<file path="config.mk">
export PLATFORM = sky130hd
export DESIGN_NAME = p2ba_ram
export DESIGN_NICKNAME = d
export VERILOG_FILES = /design/src/hdl/power_of_two_bucket_allocator_core_macros.svh /design/src/hdl/p2ba_ram.sv
export SDC_FILE = /design/constraint.sdc
export NUM_CORES = 1
export LEC_CHECK = 0
export BUFFER_PORTS_ARGS = -buffer_cell sky130_fd_sc_hd__buf_2
export CORE_ASPECT_RATIO = 2
export CORE_MARGIN = 4
export CORE_UTILIZATION = 50
export CTS_CLUSTER_DIAMETER = 150
export DETAILED_ROUTE_END_ITERATION = 8
export PLACE_DENSITY_LB_ADDON = 0.25
export RECOVER_POWER = 50
export SYNTH_ARGS = -nofsm -noshare
export SYNTH_HDL_FRONTEND = slang
export SYNTH_SLANG_ARGS = --single-unit
</file>
<file path="constraint.sdc">
create_clock -name clk -period 2.2 [get_ports clk]
set_input_delay 0.44 -clock clk [delete_from_list [all_inputs] [get_ports clk]]
set_output_delay 0.44 -clock clk [all_outputs]
set_load 0.05 [all_outputs]
</file>
<file path="src/hdl/power_of_two_bucket_allocator_core_macros.svh">
// assertion macros for the power-of-two bucket allocator
// expects clk and rst_n in the scope where a macro is used
`ifndef POWER_OF_TWO_BUCKET_ALLOCATOR_CORE_MACROS_SVH
`define POWER_OF_TWO_BUCKET_ALLOCATOR_CORE_MACROS_SVH

// same-cycle implication
`define P2BA_ASSERT_NOW(lbl, ante, cons, msg) \
  lbl: assert property (@(posedge clk) disable iff (!rst_n) (ante) |-> (cons)) \
    else $error(msg);

// next-cycle implication
`define P2BA_ASSERT_NXT(lbl, ante, cons, msg) \
  lbl: assert property (@(posedge clk) disable iff (!rst_n) (ante) |=> (cons)) \
    else $error(msg);

`endif

</file>
<file path="src/hdl/p2ba_ram.sv">
// generic simple dual-port ram, one write and one registered read per cycle
// no dependencies
`timescale 1ns / 1ps

module p2ba_ram #(
  parameter int WIDTH = 8,
  parameter int DEPTH = 16,
  localparam int AW   = $clog2(DEPTH)
) (
  input  logic             clk,
  input  logic             wr_en,
  input  logic [AW-1:0]    wr_addr,
  input  logic [WIDTH-1:0] wr_data,
  input  logic [AW-1:0]    rd_addr,
  output logic [WIDTH-1:0] rd_data
);

  logic [WIDTH-1:0] mem_r [DEPTH];
  logic [WIDTH-1:0] rd_data_r;

  always_ff @(posedge clk) begin
    if (wr_en) begin
      mem_r[wr_addr] <= wr_data;
    end
    rd_data_r <= mem_r[rd_addr];
  end

  assign rd_data = rd_data_r;

endmodule

</file>
==> results of run 1 <==
[registers in the layout, indices dropped and copies added, names as in the netlist]
register,cells
mem_r,128
rd_data,8
[logic make-up (layout without fill, tap and decap cells)]
logic type / Yosys count / after routing
muxes: 32 / 32
AOI/OAI and AO/OA: 16 / 16
and+or+nand+nor: 35 / 35
buffers and inverters: 10 / 78
DFF: 136 / 136
[worst max-delay path by stage]
stage	end	slack (ns)	cells after the start
2_1_floorplan	mem_r[0][0]	0.27	2
6_report	rd_data[3]	0.75	5
3_3_place_gp	rd_data[1]	0.33	5
3_5_place_dp	rd_data[1]	0.34	5
5_1_grt	rd_data[2]	0.67	5
4_1_cts	rd_data[5]	0.75	1
[where the power goes]
part | switching [mW] | total, mW | internal, mW
combinational | 0.203 | 0.318 | 0.115
sequential | 0.0137 | 2.91 | 2.90
clock | 1.01 | 3.25 | 2.24
total | 1.23 | 6.48 | 5.25
[layout make-up]
cell class | count | share of cell area (%)
clock buffer | 19 | 6.981
sequential | 136 | 64.57
timing repair buffer | 46 | 4.661
clock inverter | 13 | 4.015
tap | 135 | 2.724
multi-input combinational | 83 | 17.05
[cell usage in the layout (no fill, tap or decap), drive strengths merged]
cell type    n
edfxtp     128
nor3         4
mux4        32
inv          1
clkinv       3
nand2        9
and2         1
nor2        13
nand3        1
a22oi       16
and2b        1
nor2b        1
clkbuf      30
nand2b       2
or3b         1
nand3b       2
buf         35
bufinv       7
dfxtp        8
clkinvlp     2
[worst max-delay path, cell delays in order]
cell	delay, ns
buf_2	0.10
buf_12	0.24
mux4_1	0.61
a22oi_1	0.25
nand2_1	0.07
[per-layer routing]
layer	vias to the layer above	part of all wire, %
met5	-	0
met4	0	1.6
met1	1244	36
met2	64	59
li1	1084	-
met3	12	3.1
==> key figures, run 1 <==
Critical path
  • Critical Path RT: 2.50 ns
  • Setup crit start kind: input pin
  • Worst r2r src: mem_r[1][3]
  • Worst Path Arrival: 1.75 ns
  • Reg-to-reg endpoint: rd_data[3]
  • Worst reg2reg setup slack: 0.89 ns
  • Reg2Reg Depth: 3
  • Endpoint class of the critical path: flip-flop
  • Critical setup path kind: in2reg
  • Crit-path max FO: 32
  • CP Launch Point: rd_addr[0]

Worst hold path
  • Worst Hold Path Cells: 1
  • Hold EP: mem_r[4][5]
  • Hold path startpoint: wr_data[5]
  • Hold Crit Class: in2reg

Place
  • Placed Cells: 400
  • Placed Area: 5538 µm²
  • HPWL Detailed: between 6000 and 7000 µm
  • Buffers on Ports: 25
  • Pre-CTS WS: 0.3407 ns
  • Routability Congestion: slightly below 0.8

Floorplanning
  • Die width: 79.75 µm
  • Initial core utilization: between 50% and 60%
  • Number of core rows: between 50 and 60
  • Core area: 10080 µm²
  • Die ar.: 12080 µm²
  • Die Ht: 151.5 µm
  • I/O Pins: 26

Power
  • Design Power: 6.479 mW
  • PwrDens: 1045 nW/µm²
  • Lkg Pwr: 2.109 nW
  • Peak supply drop: 812.8 µV

Yosys
  • Avg Cell Area, Syn: between 20 and 25 µm²
  • Simple-Gate Fraction of Synth Area: 3.184%
  • Largest family of logic cells by synthesized area: multiplexers
  • Post-Syn Nets: 247
  • Yosys warning count: 0
  • Synth cell types: 19
  • Most common cell in the netlist: edfxtp_1
  • Ys async rst share: 0%
  • Post-synthesis xor/xnor area fraction: 0%
  • Complex-gate fraction of the synthesized area: about 2.3%
  • Mux cell area share after synthesis: 15.02%
  • Sequential share of the synthesized area: 77.78%
  • Post-Syn Area: around 5000 µm²
  • Mapped Cells: 229
  • Ranking of synthesized cells by area: edfxtp_1, mux4_2, mux4_1, dfxtp_1, a22oi_1
  • Number of enable flip-flop cells after synthesis: 128
  • Share of the synthesized area in the top cell type: 74.67%
  • Post-synthesis sequential element count: around 140
  • Post-synthesis adder-cell area fraction: 0%
  • Commonest cells post-synth: edfxtp_1, mux4_2, a22oi_1
  • Largest area contributor in the netlist: edfxtp_1
  • Main synth FF type: edfxtp_1

Layout
  • Share of cells above drive strength 1: 28.28%
  • Multi-input gate area: 1057 µm²
  • Final Net Count: 302
  • Register area: 4004 µm²
  • Final cell count without fillers: 432
  • Finished Core Util: between 60% and 70%
  • Ant diodes: 0
  • Layout overhead on the synthesized area: 20.47%
  • Final instance area: ~6200 µm²
  • Fill count: slightly below 700

STA
  • Final setup viols: 0
  • Crit path time final: 1.453 ns
  • Final worst setup slack: 0.7471 ns
  • Worst Skew: 0.006095 ns
  • Fmax: just under 700 MHz
  • Rel. slew slack: 54.10%
  • Worst Tran Pin Value: 0.6885 ns
  • Minimum hold slack: between 0.5 and 0.6 ns
  • RSZ-0062 raised after global routing: no
  • Max Slew Vio Count: 0
  • Setup TNS: 0 ns
  • Final period utilization: 66.04%
  • Final Hold Vio Count: 0

Global routing
  • Met1 GRT Util: 19.49%
  • GR peak layer: met2
  • Initial antenna violation count: 0
  • Gr usage total: between 10% and 20%
  • Total gr overflow: 0
  • Vias in the first global route: about 2.6k
  • Largest net degree at the start of global routing: 33
  • M3 GR Usage: 5.148%
  • Global-route wire length before repair: 15040 µm
  • GR Layer Usage met2: 32.79%

Clocking
  • Clock Latency Late Sink: between 0.4 and 0.5 ns
  • Clock sink count: 136
  • TritonCTS buffer count: 17
  • # resized after CTS: 0
  • CTS tree: done
  • CTS root buf: clkbuf_16
  • Setup Buffers After CTS: 0
  • Cts hold-fix bufs: 0
  • Clk buf depth: 2
  • H-tree depth: 4
  • Clock slew at reported path FFs: 0.06 ns

Detailed routing
  • # DRC: 0
  • Drt total wl: 9567 µm
  • TritonRoute pass-1 iters: 4
  • Drt via density: between 5 and 6
  • Initial DRC count: 134
  • DR vias: 2404
  • Routed len/inst: 22.15 µm
  • Post-route ant nets: 0

Status
  • Run status: complete, no violations

Job
  • Maxcap violations: 0
Note: power is estimated with default switching activity, not from simulation.
==> run 2: changes to the inputs <==
ABC_AREA = 1   (was not set)
clock period = 1.4 ns   (was 2.2 ns; I/O delays follow)
==> run 2 against run 1 <==
  * First-iteration DRC count up 72%
  * Sequential share of layout area is 5.4 points lower
  * Clock skew up 0.0024 ns
  * Critical endpoint is now rd_data[3]
  * Largest cell class unchanged
  * Non-clock buffer count rose by 6
  * Clock power increased by 46%
  * Sequential cell count did not move
  * Total power increased by 54%
  * Largest power group unchanged
==> key figures, run 2 <==
Clocking
  • CTS root buf: clkbuf_16
  • Cts hold-fix bufs: 0 (unchanged)
  • Clock slew at reported path FFs: 0.05 ns (about the same)
  • Clk buf depth: 2 (unchanged)
  • Clock sink count: 136 (unchanged)
  • Setup Buffers After CTS: 0 (unchanged)
  • # resized after CTS: 0 (unchanged)
  • CTS tree: done
  • Clock Latency Late Sink: 0.41 ns (about the same)
  • TritonCTS buffer count: 17 (unchanged)
  • H-tree depth: 4 (unchanged)

Floorplanning
  • Core area: 11290 µm² (+12%)
  • I/O Pins: 26 (unchanged)
  • Initial core utilization: 51.10% (+0.055 points)
  • Number of core rows: 55 (+5.8%)
  • Die width: 83.94 µm (+5.3%)
  • Die ar.: 13420 µm² (+11%)
  • Die Ht: 159.9 µm (+5.5%)

Power
  • Design Power: 9.982 mW (+54%)
  • Sw frac: 21.19% (+2.2 points)
  • Clock power frac: 47.4% (-2.7 points)
  • Switching pwr: 2.115 mW (+72%)
  • Int Pwr: 7.867 mW (+50%)
  • Seq pwr share: 45.9% (+1.0 points)
  • Peak supply drop: 1290 µV (+59%)
  • PwrDens: 1475 nW/µm² (+41%)
  • Lkg Pwr: 2.937 nW (+39%)
  • Combinational cell fraction of total power: 6.7% (+1.8 points)

Detailed routing
  • DR vias: 3895 (+62%)
  • # DRC: 0 (unchanged)
  • Routed len/inst: 17.60 µm (-21%)
  • Post-route ant nets: 0 (unchanged)
  • TritonRoute pass-1 iters: 5 (+1)
  • Drt via density: 5.180 (-6.9%)
  • Initial DRC count: 231 (+72%)
  • Drt total wl: 13240 µm (+38%)

STA
  • Worst Skew: 0.008484 ns (+0.002389 ns)
  • Worst Tran Pin Value: 0.9818 ns (+0.2933 ns)
  • Final period utilization: 92.52%
  • Crit path time final: 1.295 ns
  • Final setup viols: 0 (unchanged)
  • RSZ-0062 raised after global routing: no
  • Final worst setup slack: 0.1048 ns (-0.6423 ns)
  • Fmax: between 700 and 800 MHz
  • Final Hold Vio Count: 0 (unchanged)
  • Setup TNS: 0 ns (unchanged)
  • Rel. slew slack: 34.54% (-20 points)
  • Max Slew Vio Count: 0 (unchanged)

Critical path
  • Endpoint class of the critical path: primary output
  • Critical Path RT: 1.12 ns (-1.38 ns)
  • Worst Path Arrival: 1.02 ns (-0.73 ns)
  • Crit-path slowest cell: dfxtp_1
  • Critical setup path kind: reg2out
  • CP peak stage delay: 0.34 ns (-0.27 ns)
  • Crit-path max FO: 1 (-97%)
  • CP Buf/Inv Count: 1 (-1)
  • Cell family with most CP delay: flip-flops
  • Worst-path cell chain: buf_2
  • Setup crit start kind: flip-flop

Global routing
  • Largest net degree at the start of global routing: 45 (+36%)
  • Global-route wire length before repair: 21220 µm (+41%)
  • Initial antenna violation count: 0 (unchanged)
  • GR Layer Usage met2: 36.73% (+3.9 points)
  • Met1 GRT Util: 23.32% (+3.8 points)
  • M3 GR Usage: 4.130% (-1.0 points)
  • Total gr overflow: 0 (unchanged)
  • Vias in the first global route: 4074 (+57%)
  • Gr usage total: 20.99% (+3.0 points)
  • GR peak layer: met2

Job
  • Maxcap violations: 0 (unchanged)

Yosys
  • Post-synthesis sequential element count: 136 (unchanged)
  • Most common cell in the netlist: nand2_1
  • Ranking of synthesized cells by area: edfxtp_1, nand2_1, nand3_1, inv_1, dfxtp_1
  • Mapped Cells: 551 (+140%)
  • Share of the synthesized area in the top cell type: 66.65% (-8.0 points)
  • Commonest cells post-synth: nand2_1, edfxtp_1, inv_1
  • Ys async rst share: 0% (unchanged)
  • Avg Cell Area, Syn: 10.47 µm² (-53%)
  • Sequential share of the synthesized area: 69.43% (-8.4 points)
  • Main synth FF type: edfxtp_1
  • Largest area contributor in the netlist: edfxtp_1
  • Post-Syn Nets: 569 (+130%)
  • Yosys warning count: 0 (unchanged)
  • Number of enable flip-flop cells after synthesis: 128 (unchanged)
  • Post-Syn Area: 5767 µm² (+12%)
  • Synth cell types: 12 (-7)

Place
  • Buffers on Ports: 25 (unchanged)
  • HPWL Detailed: 8681 µm (+33%)
  • Placed Area: 6156 µm² (+11%)
  • Pre-CTS WS: 0.07679 ns (-0.2639 ns)
  • Routability Congestion: 0.8726 (+13%)

Layout
  • Most frequent cells in the layout: nand2_1, edfxtp_1, inv_1, nand3_1, buf_4
  • Reg with most FFs: mem_r
  • Share of cells above drive strength 1: 11.82% (-16 points)
  • Final instance area: 6769 µm² (+9.2%)
  • Commonest non-fill, non-tap cell in the layout: nand2_1
  • Final Net Count: 616 (+100%)
  • Largest register FFs: 128 (unchanged)
  • Layout overhead on the synthesized area: 17.38%

Status
  • Run status: complete, no violations

Worst hold path
  • Hold Crit Class: in2reg
[run 2: cell types whose count changed after synthesis, moves of 10 or more]
cell	delta
a22oi_1	-16
buf_2	+10
inv_1	+100
mux4_1	-14
mux4_2	-18
nand2_1	+164
nand3_1	+96
[run 2: logic make-up after synthesis]
logic type / count (synthesis) / synth area share (%)
buf+inv: 126 / 9.525
simple gates: 289 / 21.05
flops: 136 / 69.43
[run 2: cell type report]
cell class,instances,area [µm²]
fill,952,4517
sequential,136,4004
multi-input combinational,289,1214
clock buffer,17,425.4
inverter,102,382.9
timing repair buffer,52,357.8
clock inverter,13,205.2
tap,142,177.7
antenna,1,2.502
[run 2: per-stage QoR]
stage | instances | hold WS (ns) | utilization, %
2_1_floorplan | 551 | 0.3789 | -
5_1_grt | 751 | 0.2483 | 59.96
3_5_place_dp | 721 | 0.6513 | 54.55
3_3_place_gp | 721 | 0.6481 | 54.55
4_1_cts | 751 | 0.2259 | 60.13
6_report | 752 | 0.2449 | 59.98
[run 2: worst min-delay path, cell delays in order]
cell and delay [ns]:
buf_2 0.17, nand3_1 0.10, nand2_1 0.05
[run 2: worst paths after layout]
check	startpoint	end	slack [ns]	cells past startpoint
worst min register to register	mem_r[11][5]	rd_data[5]	0.69	6
worst max-delay path	rd_data[3]	rd_data[3]	0.10	1
worst min-delay path	rd_addr[3]	rd_data[5]	0.24	3
worst max register to register	mem_r[1][7]	rd_data[7]	0.32	6
[run 2: power by group through the flow]
stage	logic (mW)	clock network (mW)	registers, mW
floorplan	0.321	0	4.75
global placement	0.661	0	4.66
detailed placement	0.671	0	4.67
CTS	0.676	4.79	4.58
global route	0.729	4.99	4.59
finish	0.670	4.73	4.58
[run 2: routing by layer]
| layer | wire [µm] | part of all wire [%] |
|---|---|---|
| met5 | 0 | 0 |
| met4 | 698 | 5.3 |
| met3 | 574 | 4.3 |
| met2 | 6989 | 53 |
| met1 | 4975 | 38 |
